===== src/design/sac_pkg.sv =====
// shared constants and codes for the swept box axis clamp
`timescale 1ns / 1ps

package sac_pkg;

  // coordinate format: signed, twelve fraction bits at the default width
  localparam int COORD_WIDTH = 32;

  localparam int TOL_WIDTH = 12;
  localparam logic [TOL_WIDTH-1:0] TOL_RESET = 12'd4;

  // request kinds carried on in_tuser
  localparam logic [1:0] OP_BEGIN = 2'd0;
  localparam logic [1:0] OP_BOX   = 2'd1;
  localparam logic [1:0] OP_END   = 2'd2;

  // move axis codes
  localparam logic [1:0] AXIS_X = 2'd0;
  localparam logic [1:0] AXIS_Y = 2'd1;
  localparam logic [1:0] AXIS_Z = 2'd2;

  // register map, word index taken from paddr[2]
  localparam int CFG_ADDR_WIDTH = 3;
  localparam logic REG_TOL = 1'b0;

endpackage


===== src/design/swept_aabb_axis_clamp.sv =====
// top level: per-axis swept box clamp against a stream of obstacle boxes
`timescale 1ns / 1ps

// channel   | dir | handshake          | payload
// ----------+-----+--------------------+------------------------------------------
// in_       | in  | tvalid / tready    | tuser opcode, tdata axis, box, delta, ok
// out_      | out | tvalid / tready    | tdata allowed delta and three flags
// cfg_      | in  | apb, pready tied 1 | contact_tolerance at byte address 0
//
// one request per cycle sustained, limited only by the single result register;
// an end's result goes through the input register, then the result register
// in_tready drops only while an end request waits on a full result register
// rst_n is synchronous, active low; it empties both stages and restores the
// tolerance to four and the query state to the zero-move case

module swept_aabb_axis_clamp #(
  parameter int COORD_WIDTH = sac_pkg::COORD_WIDTH,
  localparam int IN_BITS  = 2 + 7 * COORD_WIDTH + 1,
  localparam int IN_DW    = ((IN_BITS + 7) / 8) * 8,
  localparam int OUT_BITS = COORD_WIDTH + 3,
  localparam int OUT_DW   = ((OUT_BITS + 7) / 8) * 8
) (
  input  logic                               clk,
  input  logic                               rst_n,
  // input channel
  input  logic                               in_tvalid,
  output logic                               in_tready,
  // low to high: move_axis, box_min_x, box_min_y, box_min_z,
  // box_max_x, box_max_y, box_max_z, move_delta, query_ok, zero fill
  input  logic [IN_DW-1:0]                   in_tdata,
  // opcode
  input  logic [1:0]                         in_tuser,
  // result channel
  output logic                               out_tvalid,
  input  logic                               out_tready,
  // low to high: allowed_delta, hit, on_ground, zero_velocity, zero fill
  output logic [OUT_DW-1:0]                  out_tdata,
  // configuration port
  input  logic                               cfg_psel,
  input  logic                               cfg_penable,
  input  logic                               cfg_pwrite,
  input  logic [sac_pkg::CFG_ADDR_WIDTH-1:0] cfg_paddr,
  input  logic [31:0]                        cfg_pwdata,
  output logic [31:0]                        cfg_prdata,
  output logic                               cfg_pready
);

  localparam int CW = COORD_WIDTH;
  // two guard bits make every sum and difference below exact
  localparam int W  = CW + 2;
  localparam int TW = sac_pkg::TOL_WIDTH;

  // ---------------------------------------------------------------------
  // configuration register
  // ---------------------------------------------------------------------
  logic [TW-1:0] tol_r;
  logic          cfg_wr;

  assign cfg_pready = 1'b1;
  assign cfg_wr     = cfg_psel && cfg_penable && cfg_pwrite && cfg_pready &&
                      (cfg_paddr[2] == sac_pkg::REG_TOL);
  assign cfg_prdata = (cfg_paddr[2] == sac_pkg::REG_TOL) ?
                      {{(32-TW){1'b0}}, tol_r} : 32'd0;

  always_ff @(posedge clk) begin
    if (!rst_n) begin
      tol_r <= sac_pkg::TOL_RESET;
    end else if (cfg_wr) begin
      tol_r <= cfg_pwdata[TW-1:0];
    end
  end

  // ---------------------------------------------------------------------
  // input register
  // ---------------------------------------------------------------------
  logic                 s1_valid_r;
  logic [1:0]           s1_op_r;
  logic [1:0]           s1_axis_r;
  logic signed [CW-1:0] s1_box_r [6];
  logic signed [CW-1:0] s1_delta_r;
  logic                 s1_ok_r;

  logic out_valid_r;
  logic out_free;
  logic s1_adv;
  logic in_acc;

  assign out_free  = !out_valid_r || out_tready;
  // begin and box requests always retire; an end needs room for its result
  assign s1_adv    = s1_valid_r && ((s1_op_r != sac_pkg::OP_END) || out_free);
  assign in_tready = !s1_valid_r || s1_adv;
  assign in_acc    = in_tvalid && in_tready;

  always_ff @(posedge clk) begin
    if (!rst_n) begin
      s1_valid_r <= 1'b0;
    end else if (in_tready) begin
      s1_valid_r <= in_tvalid;
    end
  end

  always_ff @(posedge clk) begin
    if (in_acc) begin
      s1_op_r    <= in_tuser;
      s1_axis_r  <= in_tdata[1:0];
      for (int k = 0; k < 6; k++) begin
        s1_box_r[k] <= in_tdata[2 + k*CW +: CW];
      end
      s1_delta_r <= in_tdata[2 + 6*CW +: CW];
      s1_ok_r    <= in_tdata[2 + 7*CW];
    end
  end

  // ---------------------------------------------------------------------
  // query state
  // ---------------------------------------------------------------------
  logic signed [CW-1:0] sbox_r [6];   // min x y z, then max x y z
  logic signed [CW-1:0] want_r;
  logic [1:0]           axis_r;
  logic signed [CW-1:0] best_r;
  logic                 hit_r;

  logic signed [CW-1:0] want_nxt;
  logic [1:0]           axis_nxt;
  logic signed [CW-1:0] best_nxt;
  logic                 hit_nxt;

  // widened operands
  logic signed [W-1:0] sb_w [6];
  logic signed [W-1:0] ob_w [6];
  logic signed [W-1:0] tol_w;
  logic signed [W-1:0] want_w;
  logic signed [W-1:0] best_w;

  logic [2:0]          ov;          // overlap on each axis with slack
  logic                side_ok;     // overlap on both cross axes
  logic                want_zero;
  logic                want_pos;
  logic signed [W-1:0] smin_a, smax_a, omin_a, omax_a;
  logic signed [W-1:0] sface, bface;
  logic                reach;
  logic signed [W-1:0] gap;
  logic signed [W-1:0] cand_raw;
  logic signed [W-1:0] cand;
  logic                better;
  logic                take;

  always_comb begin
    for (int k = 0; k < 6; k++) begin
      sb_w[k] = {{2{sbox_r[k][CW-1]}}, sbox_r[k]};
      ob_w[k] = {{2{s1_box_r[k][CW-1]}}, s1_box_r[k]};
    end
    tol_w  = {{(W-TW){1'b0}}, tol_r};
    want_w = {{2{want_r[CW-1]}}, want_r};
    best_w = {{2{best_r[CW-1]}}, best_r};

    for (int k = 0; k < 3; k++) begin
      ov[k] = !((sb_w[k] >= ob_w[3+k] - tol_w) || (sb_w[3+k] <= ob_w[k] + tol_w));
    end
    side_ok = ((axis_r == sac_pkg::AXIS_X) || ov[0]) &&
              ((axis_r == sac_pkg::AXIS_Y) || ov[1]) &&
              ((axis_r == sac_pkg::AXIS_Z) || ov[2]);

    want_zero = (want_r == '0);
    want_pos  = !want_r[CW-1] && !want_zero;

    unique case (axis_r)
      sac_pkg::AXIS_X: begin
        smin_a = sb_w[0]; smax_a = sb_w[3]; omin_a = ob_w[0]; omax_a = ob_w[3];
      end
      sac_pkg::AXIS_Y: begin
        smin_a = sb_w[1]; smax_a = sb_w[4]; omin_a = ob_w[1]; omax_a = ob_w[4];
      end
      default: begin
        smin_a = sb_w[2]; smax_a = sb_w[5]; omin_a = ob_w[2]; omax_a = ob_w[5];
      end
    endcase

    // positive move meets the obstacle's low face, negative its high face
    if (want_pos) begin
      sface = smax_a;
      bface = omin_a;
      reach = !(sface > bface + tol_w) && !(sface + want_w < bface - tol_w);
    end else begin
      sface = smin_a;
      bface = omax_a;
      reach = !(sface < bface - tol_w) && !(sface + want_w > bface + tol_w);
    end

    gap      = bface - sface;
    cand_raw = want_pos ? (gap - tol_w) : (gap + tol_w);
    if (want_pos) begin
      cand   = cand_raw[W-1] ? '0 : cand_raw;
      better = !hit_r || (cand < best_w);
    end else begin
      cand   = cand_raw[W-1] ? cand_raw : '0;
      better = !hit_r || (cand > best_w);
    end

    take = s1_adv && (s1_op_r == sac_pkg::OP_BOX) && !want_zero && side_ok && reach;

    want_nxt = want_r;
    axis_nxt = axis_r;
    best_nxt = best_r;
    hit_nxt  = hit_r;
    if (s1_adv && (s1_op_r == sac_pkg::OP_BEGIN)) begin
      want_nxt = s1_delta_r;
      axis_nxt = (s1_axis_r > sac_pkg::AXIS_Z) ? sac_pkg::AXIS_Z : s1_axis_r;
      best_nxt = s1_delta_r;
      hit_nxt  = 1'b0;
    end else if (take) begin
      // candidate always lies between zero and the wanted move
      if (better) begin
        best_nxt = cand[CW-1:0];
      end
      hit_nxt = 1'b1;
    end
  end

  logic load_box;
  assign load_box = s1_adv && (s1_op_r == sac_pkg::OP_BEGIN);

  always_ff @(posedge clk) begin
    if (!rst_n) begin
      want_r <= '0;
      axis_r <= sac_pkg::AXIS_X;
      best_r <= '0;
      hit_r  <= 1'b0;
    end else begin
      want_r <= want_nxt;
      axis_r <= axis_nxt;
      best_r <= best_nxt;
      hit_r  <= hit_nxt;
    end
  end

  always_ff @(posedge clk) begin
    if (load_box) begin
      for (int k = 0; k < 6; k++) begin
        sbox_r[k] <= s1_box_r[k];
      end
    end
  end

  // ---------------------------------------------------------------------
  // result register
  // ---------------------------------------------------------------------
  logic signed [CW-1:0] res_delta_nxt, out_delta_r;
  logic                 res_hit_nxt, out_hit_r;
  logic                 res_gnd_nxt, out_gnd_r;
  logic                 res_zv_nxt, out_zv_r;
  logic                 out_valid_nxt;
  logic                 emit;

  assign emit = s1_adv && (s1_op_r == sac_pkg::OP_END);

  always_comb begin
    if (want_zero) begin
      // nothing asked for: no move, no flags
      res_delta_nxt = '0;
      res_hit_nxt   = 1'b0;
      res_gnd_nxt   = 1'b0;
      res_zv_nxt    = 1'b0;
    end else if (!s1_ok_r) begin
      // rejected query: stay put and stop
      res_delta_nxt = '0;
      res_hit_nxt   = 1'b0;
      res_gnd_nxt   = 1'b0;
      res_zv_nxt    = 1'b1;
    end else begin
      res_delta_nxt = best_r;
      res_hit_nxt   = hit_r;
      res_gnd_nxt   = hit_r && (axis_r == sac_pkg::AXIS_Y) && want_r[CW-1];
      res_zv_nxt    = hit_r;
    end

    if (emit) begin
      out_valid_nxt = 1'b1;
    end else if (out_tready) begin
      out_valid_nxt = 1'b0;
    end else begin
      out_valid_nxt = out_valid_r;
    end
  end

  always_ff @(posedge clk) begin
    if (!rst_n) begin
      out_valid_r <= 1'b0;
    end else begin
      out_valid_r <= out_valid_nxt;
    end
  end

  always_ff @(posedge clk) begin
    if (emit) begin
      out_delta_r <= res_delta_nxt;
      out_hit_r   <= res_hit_nxt;
      out_gnd_r   <= res_gnd_nxt;
      out_zv_r    <= res_zv_nxt;
    end
  end

  assign out_tvalid = out_valid_r;
  assign out_tdata  = {{(OUT_DW-OUT_BITS){1'b0}}, out_zv_r, out_gnd_r, out_hit_r, out_delta_r};

endmodule


===== config.mk =====
export PLATFORM = sky130hd
export DESIGN_NAME = swept_aabb_axis_clamp
export DESIGN_NICKNAME = d
export VERILOG_FILES = /design/src/design/sac_pkg.sv /design/src/design/swept_aabb_axis_clamp.sv
export SDC_FILE = /design/constraint.sdc
export NUM_CORES = 2
export LEC_CHECK = 0
export ABC_AREA = 1
export BUFFER_PORTS_ARGS = -buffer_cell sky130_fd_sc_hd__clkbuf_2
export CORE_MARGIN = 2
export CORE_UTILIZATION = 40
export DETAILED_ROUTE_END_ITERATION = 10
export GPL_ROUTABILITY_DRIVEN = 0
export REMOVE_ABC_BUFFERS = 1
export SLEW_MARGIN = 20
export SYNTH_ARGS = -nofsm -noshare
export SYNTH_HDL_FRONTEND = slang
export SYNTH_SLANG_ARGS = --single-unit

===== constraint.sdc =====
create_clock -name clk -period 13.3 [get_ports clk]
set_input_delay 2.66 -clock clk [delete_from_list [all_inputs] [get_ports clk]]
set_output_delay 2.66 -clock clk [all_outputs]
set_load 0.01 [all_outputs]

==> summary.md <==
The run finished with clean final reports. The worst endpoint data arrival time was 10.91 ns; the largest fanout on the critical path was 55. Number of warnings printed during yosys synthesis: 0. Power share of the combinational group: 58.8%. The setup path with the least slack is of type flip-flop to flip-flop. The start point of the worst hold path was best_r[4]. Entering global routing, the biggest net connects 113 pins. The shortest clock period the worst path allows after layout was 10.35 ns; the number of nets with antenna violations after detailed routing was 0. STA puts the critical path data required time at 13.87 ns. The number of DRC violations after detailed routing is 0, and the power consumption is 9.53 mW. The library cells used most frequently in the layout, excluding fill and tap cells, are 914 x sky130_fd_sc_hd__nand2_1, 651 x sky130_fd_sc_hd__nor2_1, 648 x sky130_fd_sc_hd__ha_1, 558 x sky130_fd_sc_hd__a21oi_1, 525 x sky130_fd_sc_hd__inv_1. Before CTS, the worst setup slack after placement is 3.02 ns. Setup repair after global routing left no endpoint under its margin. The area growth from synthesis to layout is 11.6%.

The kind of end point of the critical path was a flip-flop. The share of layout cells above drive strength 1 is 9.16%, and the reg-to-reg setup timing slack is 2.95 ns. Counting flops with an async set or reset pin after synthesis yields a share of 0%.

Synthesis produced 5607 cells. The synthesized design contains 456 enable-type register cells. The total of buffers placed on input and output ports was 297. The tools report the endpoint of the worst hold-timing path as best_r[4]. The logs give 163 mm for the total routed wirelength and 71 for the count of distinct cell types in the synthesized netlist. Sequential elements use 33.3% of the synthesized area. After detailed placement, the design holds a cell count of 7331. The launching instance or port of the critical path was want_r[9]. The fraction of the cycle the final worst path needs is 77.8%, and the switching power as a share of total power is 46.9%.

Dividing the detail-routed via count by the number of cells gives 5.66. After global routing the overflow that remains totals 0. The power per cell area works out to 186 nW/um^2.

Gates resized during post-CTS repair numbered 0. The logs give 42.2k for the number of vias in the routed layout and 0.66 ns for the clock insertion delay at the later pin of the skew report. Leaving out fill and tap cells, the most frequent cell in the layout is sky130_fd_sc_hd__nand2_1. The type of the most critical hold path was flip-flop to flip-flop. After the last flow step, the layout net total stands at 6826. Counting along the longest clock path gives a buffer depth of 3. Die extent in x: 343 um. Summing every instance area after synthesis gives 46000 sq um.

The H-tree was split into 3 levels. At the pin with the least slew margin, the transition time is 1.14 ns. In this run, post-CTS hold repair placed 0 buffers.

The run gives 0 as the initial antenna violation count. In this run the vertical extent of the chip is 343 um. The sum of negative setup slack came out at 0 ns.

The average wire length per cell after detail routing is 21.8 um. Leading register cell type out of synthesis: sky130_fd_sc_hd__edfxtp_1. The number of clock sinks was 537.

TritonCTS built the clock tree. The number of buffers inserted during clock tree synthesis came out at 67. Counting flops and latches in the post-synthesis netlist gives 537. The number of max-slew violations in the final report came out at 0. The antenna diode count came out at 0. The share of total power in sequential cells was 20.8%; the final cell count without fillers was 7453.

The tool flagged a number of max-cap violations equal to 0. The analysis attributes to net switching a power of 4.47 mW. The wire-length estimate of the detail-placed layout is 132 mm. The maximum single-stage delay on the critical path is 0.81 ns. Internal power comes to 5.06 mW. The worst pin sits at a relative slew slack of 23.6%.

For the final database, setup skew stands at 0.0374 ns. In this run the critical register-to-register path is launched from want_r[9]. The worst register-to-register path ends at best_r[28]. The count of endpoints failing hold in the final timing report came out at 0. For this design, the slowest cell found on the critical path is sky130_fd_sc_hd__o21ai_4. For this design the static power due to leakage is 22.6 nW. Counting instances, the worst hold path has a depth of 2.

The worst setup path is launched from a flip-flop. For this run, the detailed router's first-pass iteration total came to 8. The tools report the worst-case setup margin in the final layout as 2.95 ns.

351 I/O pins were placed. In this design, the critical path's most frequently occurring cell is sky130_fd_sc_hd__nand2_1. The number of cells on the worst reg-to-reg path is 46.

The floorplan step defined a die boundary enclosing 118000 sq um. The run gives 96.7 MHz as the highest achievable clock rate. The starting density of the core was 40.3%; the final-report setup violation count was 0.

The total area inside the core boundary comes to 114000 sq um. The first global-routing pass estimated 239 mm of wire. In this run the clock root is driven by a sky130_fd_sc_hd__clkbuf_16. The clock transition at the registers of the reported paths is 0.06 ns, and the number of global-route vias before repair is 40.6k. A synthesized cell averages 8.20 sq um. VDD sags by at most 0.207 mV. The clock network power share is 20.3%, and the post-CTS setup buffer count is 0. The global router's overall resource usage came out at 27.0%. Row count: 124.

In this run, the number of DRC markers left after iteration 0 of detailed routing was 4252.
## state kept, by name, summed over array words and instances, names as in the netlist, 12 cells and up
signal and cells:
sbox_r 192, tol_r 12, want_r 32, s1_box_r 192
best_r 32, s1_delta_r 32, out_delta_r 32
## synth_stat cells (all sizes together), types with 2 or more instances
master	instances	area [sq um]
edfxtp	456	13700
and3	5	31.3
a21o	23	173
or2	8	50.1
o21a	55	413
o31ai	13	97.6
clkbuf	60	225
conb	2	7.51
xor2	310	2720
o21ai	295	1500
nor2	688	2680
o22a	5	43.8
a22oi	10	75.1
o22ai	89	557
nor4	48	307
ha	648	8110
a21oi	560	2810
o2111ai	4	35.0
nand3b	7	52.6
and2	5	31.3
o21bai	26	195
nor4b	2	17.5
nor3	98	546
nand3	205	1080
a31oi	26	163
buf	80	507
o221ai	12	111
nand2	928	3530
dfxtp	81	1620
a21boi	27	206
nor3b	3	22.5
a211oi	7	52.6
nand4	124	791
fa	14	280
xnor2	103	902
o211ai	22	165
inv	538	2020
a221oi	8	70.1
## worst max path at each step
stage,end,slack (ns)
floorplan,s1_axis_r[0],0.13
global placement,best_r[28],3.14
detailed placement,best_r[28],3.02
CTS,best_r[28],3.00
global route,best_r[11],2.04
finish,best_r[28],2.95
## routing by layer
layer	up-vias	part of all wire [%]	track usage (%)
met3	296	8.6	3.26
met2	1912	45	44.0
met1	19900	42	36.6
li1	20100	-	-
met4	0	4.1	10.4
met5	-	0	0
## stage by stage
stage	cell area [sq um]	utilization, %	hold slack (ns)
finish	51300	44.9	0.488
global route	51300	44.9	0.508
CTS	51300	44.9	0.489
detailed placement	49000	42.9	0.480
global placement	49000	42.9	0.476
floorplan	45300	-	0.426
## worst max-delay path: cells and delay by family (launching register included)
family          cells  cell delay [ns]
buf+inv             6             0.99
compound gates      8             2.39
simple gates       28             5.09
fa+ha+maj           3             1.11
xor+xnor            1             0.18
flops               1             0.39
## logic make-up after synthesis
family | count (synthesis) | share of synthesized area [%]
adder cells (fa/ha/maj) | 662 | 18.2
other | 2 | 0.0163
flip-flops | 537 | 33.3
AND/OR/NAND/NOR | 2125 | 19.9
AO/OA/AOI/OAI | 1189 | 14.6
XOR/XNOR | 413 | 7.87
buffers and inverters | 679 | 6.00
## layout make-up
| class | count | area [sq um] |
|---|---|---|
| Fill cell | 11300 | 62900 |
| Multi-Input combinational cell | 4415 | 28000 |
| Sequential cell | 537 | 15300 |
| Inverter | 539 | 2030 |
| Tap cell | 1512 | 1890 |
| Clock buffer | 84 | 1830 |
| Timing Repair Buffer | 328 | 1730 |
| Clock inverter | 38 | 472 |
## power groups by stage
| stage | Sequential, mW | Clock, mW | Combinational [mW] |
|---|---|---|---|
| 2_1_floorplan | 1.99 | 0 | 4.08 |
| 3_3_place_gp | 2.02 | 0 | 5.42 |
| 3_5_place_dp | 2.02 | 0 | 5.52 |
| 4_1_cts | 1.98 | 1.98 | 5.55 |
| 5_1_grt | 1.99 | 2.04 | 6.37 |
| 6_report | 1.99 | 1.94 | 5.61 |
Note: power is estimated with default switching activity, not from simulation.
